[src/sv/ktc_pkg.sv]
// Shared types and codes for the keyed table with compaction.
// Holds operation and status codes, the slot record and the cell control group.
// No dependencies.
`timescale 1ns / 1ps

package ktc_pkg;

	// Field widths of one table entry.
	localparam int KEY_W = 64;
	localparam int TYPE_W = 64;
	localparam int AMT_W = 32;
	localparam int OCC_W = 7;
	localparam int DEPTH_DEF = 16;

	// Operation codes.
	localparam logic [1:0] OP_INSERT = 2'd0;
	localparam logic [1:0] OP_REMOVE = 2'd1;
	localparam logic [1:0] OP_SEARCH = 2'd2;
	localparam logic [1:0] OP_LIST = 2'd3;

	// Status codes.
	localparam logic [2:0] ST_OK = 3'd0;
	localparam logic [2:0] ST_DUP = 3'd1;
	localparam logic [2:0] ST_FULL = 3'd2;
	localparam logic [2:0] ST_NOTFOUND = 3'd3;
	localparam logic [2:0] ST_EMPTY = 3'd4;

	// One table entry.
	typedef struct packed {
		logic [KEY_W-1:0] key;
		logic [TYPE_W-1:0] typ;
		logic signed [AMT_W-1:0] amt;
	} slot_t;

	// Control broadcast from the sequencer to every cell.
	typedef struct packed {
		logic cmp_en;
		logic shift_en;
	} cell_ctl_t;

endpackage

[src/sv/ktc_cell.sv]
// One slot of the keyed table: holds an entry, compares its key and takes
// its right neighbor's entry when the table compacts.
// Depends on ktc_pkg.
`timescale 1ns / 1ps

module ktc_cell (
	input logic clk,
	input logic arst_n,
	input ktc_pkg::cell_ctl_t ctl,
	input logic [ktc_pkg::KEY_W-1:0] cmp_key,
	input logic wr_en,
	input ktc_pkg::slot_t wr_slot,
	input ktc_pkg::slot_t nbr_slot,
	input logic hit_in,
	output logic hit_out,
	output logic match,
	output ktc_pkg::slot_t slot
);
	import ktc_pkg::*;

	logic [KEY_W-1:0] key_q;
	logic [TYPE_W-1:0] typ_q;
	logic signed [AMT_W-1:0] amt_q;
	logic move;

	// Key compare; on a remove, the matched cell and every cell behind it take the next entry.
	assign match = ctl.cmp_en && (key_q == cmp_key);
	assign hit_out = hit_in | match;
	assign move = ctl.shift_en && hit_out;

	// The key marks occupancy, so it resets to empty.
	always_ff @(posedge clk or negedge arst_n) begin
		if (!arst_n) begin
			key_q <= '0;
		end else if (wr_en) begin
			key_q <= wr_slot.key;
		end else if (move) begin
			key_q <= nbr_slot.key;
		end
	end

	// Type tag and quantity follow the key.
	always_ff @(posedge clk) begin
		if (wr_en) begin
			typ_q <= wr_slot.typ;
			amt_q <= wr_slot.amt;
		end else if (move) begin
			typ_q <= nbr_slot.typ;
			amt_q <= nbr_slot.amt;
		end
	end

	assign slot.key = key_q;
	assign slot.typ = typ_q;
	assign slot.amt = amt_q;

endmodule

[config.mk]
export PLATFORM = sky130hd
export DESIGN_NAME = ktc_cell
export DESIGN_NICKNAME = d
export VERILOG_FILES = /design/src/sv/ktc_pkg.sv /design/src/sv/ktc_cell.sv
export SDC_FILE = /design/constraint.sdc
export NUM_CORES = 1
export LEC_CHECK = 0
export ABC_CLOCK_PERIOD_IN_PS = 6800
export BUFFER_PORTS_ARGS = -buffer_cell sky130_fd_sc_hd__buf_2
export CORE_AREA = 2 2 217 219
export CTS_BUF_LIST = sky130_fd_sc_hd__clkbuf_16
export DETAILED_ROUTE_END_ITERATION = 8
export DIE_AREA = 0 0 219 221
export PLACE_DENSITY_LB_ADDON = 0.2
export RECOVER_POWER = 50
export SYNTH_ARGS = -nofsm -noshare
export SYNTH_HDL_FRONTEND = slang
export SYNTH_SLANG_ARGS = --single-unit
[constraint.sdc]
create_clock -name clk -period 6.8 [get_ports clk]
set_clock_uncertainty 0.2 [all_clocks]
set_input_delay 2.04 -clock clk [delete_from_list [all_inputs] [get_ports clk]]
set_output_delay 2.04 -clock clk [all_outputs]
set_load 0.02 [all_outputs]
Yosys cells after proc, flatten, opt, wreduce, memory -nomap -nowiden
Cells that the tools add are included.
Widths: inputs -> output; s select.
{"block": "word_totals", "reg_bits": 160, "latchBits": 0, "ramBits": 0, "rom_bits": 0, "word_cells": 14, "n_memories": 0}
{"block": "op_classes", "addsub": 0, "multipliers": 0, "div": 0, "order_cmp": 0, "n_eq_ne": 1, "shifts": 0, "n_mux": 6, "n_bitwise": 1, "reduce_logical": 3}
{"cell": "$mux 64", "count": 4}
{"cell": "$eq 64x64->1", "count": 1}
{"cell": "$mux 32", "count": 2}
{"cell": "$logic_and 1x1->1", "count": 2}
{"cell": "$reduce_bool 2->1", "count": 1}
{"cell": "$or 1x1->1", "count": 1}

Logic depth before layout (Yosys ltp)
Gate-level depths: netlist of run 1.
{"block": "depth", "ltp_word": 6, "mapped_depth": 8, "mapped_depth_nobuf": 6}

Worst setup path after synthesis of run 1
OpenSTA, ideal clock, no wires.
{"block": "synth_path", "path_type": "input-to-reg", "startpoint": "input port cmp_key[37] in the netlist's numbering", "endpoint": "register amt_q[0], enable pin", "setup_time_ns": 0.465, "t_arrival_ns": 5.867, "required_ns": 6.135, "slack_ns": 0.268, "cell_stages": 8, "path_cell_list": "nor2b_1 -> a2111o_1 -> or3_1 -> nor4_2 -> a211o_1 -> buf_6 -> buf_6 -> and2_1"}
{"block": "synth_between", "elab_chain_cells": 5}
{"item": "start: declaration", "line_no": "ktc_cell.sv:10", "text": "input logic [ktc_pkg::KEY_W-1:0] cmp_key,"}
{"item": "$eq 64x64->1", "line_no": "ktc_cell.sv:27", "text": "assign match = ctl.cmp_en && (key_q == cmp_key);"}
{"item": "$logic_and 1x1->1", "line_no": "ktc_cell.sv:27"}
{"item": "$or 1x1->1", "line_no": "ktc_cell.sv:28", "text": "assign hit_out = hit_in | match;"}
{"item": "$logic_and 1x1->1", "line_no": "ktc_cell.sv:29", "text": "assign move = ctl.shift_en && hit_out;"}
{"item": "$reduce_bool 2->1 (no source line)"}
{"item": "end signal: assignment", "line_no": "ktc_cell.sv:46", "text": "amt_q <= wr_slot.amt;"}
{"item": "end signal: assignment", "line_no": "ktc_cell.sv:49", "text": "amt_q <= nbr_slot.amt;"}
{"item": "end: declaration", "line_no": "ktc_cell.sv:23", "text": "logic signed [AMT_W-1:0] amt_q;"}
Every way passes these cells.
A chain may end at the register's enable or synchronous reset.

Worst setup path in the final report of run 1
{"block": "layout_path", "startpoint": "input port cmp_key[6] in the netlist's numbering", "endpoint": "output port hit_out"}
{"block": "layout_between", "elab_chain_cells": 3}
{"item": "$eq 64x64->1", "line_no": "ktc_cell.sv:27"}
{"item": "$logic_and 1x1->1", "line_no": "ktc_cell.sv:27"}
{"item": "$or 1x1->1", "line_no": "ktc_cell.sv:28"}
{"item": "end: declaration", "line_no": "ktc_cell.sv:15", "text": "output logic hit_out,"}
Every way passes these cells.

==> reports/qor.yml, run 1 <==
die:
  die_x_microns: 219
  fp.dieH_microns: 221
  fp-row-count: 79
  core-area_sq_um: 46100
  dieArea_sq_um: 48400
  start_util_pct: 18.7
  pin_count: 552
cts:
  clock_sink_count: 160
  ctsResizeCount: 0
  cts_max_level: 4
  cts_tree: "done"
  clockBufferDepth: 2
  clk_latency_ps: 460
  path_clk_slew_ps: 70
  cts_buffers: 17
  postCtsSetupBuffers: 0
  root_buffer: "clkbuf_16"
  holdBufCountCts: 0
synthesis:
  yosysTopAreaCellShare_pct: 33.5
  synth_area_sq_um: 8610
  synth.distinct_cells: 33
  avgSynthCellArea_sq_um: 14.3
  yosys_register_bits: 160
  syn_nets: 993
  synth.area.top_cells: "edfxtp_1 (33%), mux2_2 (21%), dfrtp_1 (19%)"
  yosys.area.top_type: "edfxtp_1"
  ys.flop_type: "edfxtp_1"
  synth_warnings: 0
  async_flop_share_pct: 40.0
  postSynthCellCount: 603
  yosysSeqAreaShare_pct: 52.1
  synth_edf_count: 96
timing:
  slew_viol_final: 160
  slew_headroom_pct: -95.4
  max_clock_freq_mhz: 160
  tightestPinTransition_ps: 2930
  rsz0062_at_grt: "no"
  min_period_ps: 6250
  finalHoldViolations: 0
  finalSetupTns_ps: 0
  finalSetupViolations: 0
  finalCritPeriodShare_pct: 91.9
routing:
  wl_per_cell_microns: 22.6
  drc: 0
  wirelength_microns: 40000
  vias: 7645
  drtAntennaViolNets: 0
  first_pass_iters: 4
  viasPerCell: 4.33
  first_iter_violations: 320
setup_path:
  start_kind: "input port"
  criticalPathCategory: "input port to output pin"
  r2r_cells: 7
  rrSetupSlack_ps: 3130
  r2r_end: "typ_q[21]"
  crit_fanout: 2
  r2r_start: "key_q[40]"
  required_ps: 4560
  arrival_ps: 4010
  end_kind: "output pin"
power_and_ir_drop:
  pwr-share-clk_pct: 33.1
  p_comb_share_pct: 25.1
  power_mw: 3.01
  peakVddDrop_mv: 0.148
  p_seq_share_pct: 41.8
  power_density_nw_per_um2: 243
  internal-power_mw: 2.02
  p_leak_nw: 4.99
  p_switching_mw: 0.993
  p_sw_share_pct: 33.0
hold_path:
  min_path_cells: 1
  min_to: "key_q[58]"
  hp-class: "register to register"
  min_from: "key_q[58]"
global_route:
  grt_max_degree: 113
  grt_pass1_vias: 7950
  track_usage_pct: 16.1
  grt_pass1_wl_microns: 55300
  antenna_found_initial: 23
  globalRouteOverflowTotal: 0
status:
  outcome: "finished, violations left"
  violations: "capacitance limit, slew limit"
layout:
  n_fill_cell: 4966
  syn_to_final_growth_pct: 44.3
  final_nets: 1530
  drive_gt1_share_pct: 51.9
job:
  max_cap_violations: 2
placement:
  hpwl_microns: 31600
  finalWeightedCongestion: 0.881
  portBuffers: 551
## worst max path at each step
stage,startpoint,to,slack (ps),cells after the start
finish,cmp_key[6],hit_out,550,8
global placement,cmp_key[6],hit_out,420,8
global route,wr_en,key_q[56],260,5
CTS,cmp_key[6],hit_out,410,8
floorplan,cmp_key[37],amt_q[0],270,8
detailed placement,cmp_key[6],hit_out,420,8
## stage by stage
| step | instance area, sq um | std cells | hold slack (ps) | utilization (%) | setup WS [ps] |
|---|---|---|---|---|---|
| 2_1_floorplan | 8610 | 603 | 507 | - | 268 |
| 3_3_place_gp | 12000 | 1728 | 399 | 26.2 | 423 |
| 3_5_place_dp | 12000 | 1728 | 410 | 26.2 | 421 |
| 4_1_cts | 12600 | 1760 | 428 | 27.4 | 406 |
| 5_1_grt | 12400 | 1764 | 453 | 27.0 | 256 |
| 6_report | 12400 | 1767 | 424 | 27.0 | 550 |
## cells in the final DEF (no fill, tap or decap), types with 2 or more instances in the layout
master      count
and3_1          2
dfrtp_1        64
edfxtp_1       96
inv_8           2
xor2_1         38
inv_1          10
bufinv_16       2
o22a_1         64
nand2_1         2
mux2_2        160
o22ai_1         4
diode_2         7
o221a_1        64
nor3_1          2
clkinv_1        2
clkbuf_2        2
buf_4           8
clkbuf_1      160
inv_6           3
nand4_1         6
clkbuf_16      17
xnor2_1        16
nor4_1         12
buf_2         391
nor2b_1         4
nand2b_1        2
clkinvlp_4      5
## synthesized netlist by cell type, types with 6 or more instances
master    number
mux2_2       160
inv_1         10
buf_2          7
o22a_1        64
xor2_1        38
o221a_1       64
buf_6          6
xnor2_1       16
clkbuf_1      30
nand4_1        6
nor4_1        12
edfxtp_1      96
dfrtp_1       64
## power by group through the flow
stage	combinational [mW]	clock [mW]	sequential, mW
2_1_floorplan	0.269	0	1.42
6_report	0.757	0.999	1.26
4_1_cts	0.808	1.04	1.26
3_3_place_gp	0.803	0	1.27
5_1_grt	0.823	1.07	1.27
3_5_place_dp	0.805	0	1.27
## final cells by class
type	count	area [sq um]	share of cell area, %
timing repair buffer	562	2650	21.3
clock inverter	15	159	1.28
tap	607	759	6.11
clock buffer	17	425	3.42
inverter	10	37.5	0.302
antenna	7	17.5	0.141
multi-input combinational	389	3890	31.3
sequential	160	4480	36.1
## layer usage
layer	wire length [microns]	GRT usage [%]	vias to the layer above	part of all wire, %
met5	48	0	-	0.12
met4	1210	6.50	8	3.0
met3	3460	5.15	63	8.7
met2	20300	28.7	403	51
met1	14900	17.6	3659	37
li1	-	-	3512	-
## registers in the layout, indices dropped and copies added (netlist names)
signal,cells
amt_q,32
key_q,64
typ_q,64
## cells by family after synthesis
group | Yosys count | synth area share, %
mux | 160 | 20.9
flops | 160 | 52.1
compound gates | 138 | 15.8
xor+xnor | 54 | 5.49
buf+inv | 54 | 2.98
simple gates | 37 | 2.70
## critical path: stages
cell and delay [ps]:
buf_2 100, xor2_1 250, nor4_1 740, nand4_1 170, nor3_1 210, and3_1 240, or2_1 110, buf_2 150
Note: power is estimated with default switching activity, not from simulation.
==> inputs of run 2 (changes only) <==
- ABC_AREA: unset -> 1
- CORE_AREA: 2 2 217 219 -> 2 2 213 215
- DIE_AREA: 0 0 219 221 -> 0 0 215 217
==> reports/qor.yml, run 2 <==
status:
  outcome: "finished, violations left"
  violations: "capacitance limit, slew limit"
placement:
  hpwl_microns: 33900
  dp.cells: 2366
  finalWeightedCongestion: 0.879
  portBuffers: 551
  postPlaceCellArea_sq_um: 12300
hold_path:
  min_from: "key_q[7]"
  hp-class: "register to register"
synthesis:
  synth_top_family_by_area: "simple AND/OR/NAND/NOR gates"
  ys_top_cells_by_count: "nand2_1 (751), edfxtp_1 (96), inv_1 (92)"
  yosys_register_bits: 160
  yosys.area.top_type: "edfxtp_1"
  synth_warnings: 0
  synth_area_sq_um: 8990
  yosysTopAreaCellShare_pct: 32.1
  postSynthCellCount: 1263
  syn_nets: 1653
  async_flop_share_pct: 40.0
  yosys.area_share.xor_xnor_pct: 1.27
  synth_fa_ha_area_share_pct: 0
  synth.distinct_cells: 27
  synth_edf_count: 96
  avgSynthCellArea_sq_um: 7.12
  synth-simple-area-share_pct: 40.6
  muxShareOfSynthArea_pct: 0
  yosysSeqAreaShare_pct: 49.9
  synth_compound_area_share_pct: 0.668
  ys.flop_type: "edfxtp_1"
  yosysMostFrequentCell: "nand2_1"
  synth.area.top_cells: "edfxtp_1 (32%), nand2_1 (31%), dfrtp_1 (18%)"
die:
  fp.dieH_microns: 217
  core-area_sq_um: 44700
  die_x_microns: 215
  fp-row-count: 78
  start_util_pct: 20.1
  pin_count: 552
  dieArea_sq_um: 46700
power_and_ir_drop:
  p_leak_nw: 6.93
  peakVddDrop_mv: 0.184
  power_density_nw_per_um2: 237
cts:
  root_buffer: "clkbuf_16"
  postCtsSetupBuffers: 0
  cts_max_level: 4
  cts_buffers: 17
  path_clk_slew_ps: 70
  cts_tree: "done"
  clockBufferDepth: 2
  clock_sink_count: 160
  ctsResizeCount: 0
  holdBufCountCts: 0
  clk_latency_ps: 480
layout:
  reg.largest.list: "key_q x64, typ_q x64, amt_q x32"
  final_util_pct: 28.6
  final_common_cell: "nand2_1"
  n_fill_cell: 5144
  final_cells: 2407
  syn_to_final_growth_pct: 42.3
  stdcell_area_sq_um: 12800
  final_nets: 2175
  drive_gt1_share_pct: 26.1
  layout_common_cells: "nand2_1 (750), buf_2 (416), clkbuf_1 (134)"
global_route:
  grt_max_degree: 130
  antenna_found_initial: 16
  grt_pass1_vias: 9763
  track_usage_pct: 18.1
  globalRouteOverflowTotal: 0
  grt_pass1_wl_microns: 61400
routing:
  vias: 9898
  viasPerCell: 4.11
  first_iter_violations: 482
  drc: 0
  wirelength_microns: 42400
  first_pass_iters: 4
  wl_per_cell_microns: 17.6
  drtAntennaViolNets: 0
timing:
  slew_viol_final: 65
  min_period_ps: 5750
  finalHoldViolations: 0
  rsz0062_at_grt: "no"
  finalSetupTns_ps: 0
  slew_headroom_pct: -160
  finalSetupViolations: 0
  tightestPinTransition_ps: 3900
  finalCritPeriodShare_pct: 84.6
  max_clock_freq_mhz: 174
setup_path:
  crit_path_end: "match"
  arrival_ps: 3510
  r2r_start: "key_q[62]"
  r2r_cells: 10
  crit_fanout: 2
  end_kind: "output pin"
  rrSetupSlack_ps: 3720
  startpoint: "cmp_key[62]"
  r2r_end: "typ_q[26]"
  criticalPathCategory: "input port to output pin"
  required_ps: 4560
  start_kind: "input port"
job:
  max_cap_violations: 1
[run 2: cell count changes after synthesis, sizes merged, moves of 9 or more]
cell,change
nand4,+17
mux2,-160
o22a,-64
nand3,+67
nand2,+750
inv,+88
nor2,+65
xor2,-36
nor4,-9
o221a,-64
[run 2: kinds of logic (layout without fill, tap and decap cells)]
family,after synthesis,after routing
buffers and inverters,155,690
XOR/XNOR,13,13
AND/OR/NAND/NOR,925,925
other,0,9
AO/OA/AOI/OAI,10,10
flip-flops,160,160
[run 2: how the worst min path moves through the flow]
stage / slack [ps] / to / cells after the start
floorplan: 430 / key_q[33] / 2
global placement: 330 / key_q[16] / 2
detailed placement: 330 / key_q[33] / 2
CTS: 350 / key_q[33] / 2
global route: 390 / key_q[57] / 2
finish: 350 / key_q[7] / 2
[run 2: metal layers]
layer  global-route usage (%)  vias up  wire length, microns
met5                        0        -                     0
met3                     7.30       43                  3700
met4                     6.07        0                   737
li1                         -     4968                     -
met2                     32.0      385                 21700
met1                     19.6     4502                 16300
[run 2: layout make-up]
cell class | instances | area, sq um | area share (%)
timing repair buffer | 559 | 2670 | 20.9
multi-input combinational | 948 | 3850 | 30.1
clock inverter | 15 | 211 | 1.65
clock buffer | 17 | 425 | 3.33
sequential | 160 | 4480 | 35.1
inverter | 99 | 379 | 2.96
tap | 600 | 751 | 5.87
antenna | 9 | 22.5 | 0.176
[run 2: report_power, final]
part	leakage, nW	switching (mW)	total [mW]	internal, mW
sequential	1.75	0.0810	1.23	1.15
combinational	4.88	0.485	0.721	0.236
clock	0.308	0.483	1.08	0.595
[run 2: through the flow]
stage	hold WS [ps]	setup WS, ps	power, mW
final	354	1050	3.03
after global routing	386	697	3.21
after CTS	348	916	3.12
after detailed placement	332	923	2.01
after global placement	335	923	2.01
after floorplan	432	1590	1.63
[run 2: critical path, stage by stage]
cell	delay (ps)
buf_2	100
xnor2_1	380
o21ai_0	200
nor3_1	190
nand4_1	110
nor2_1	120
nand3_1	80
nor2_1	90
buf_2	190
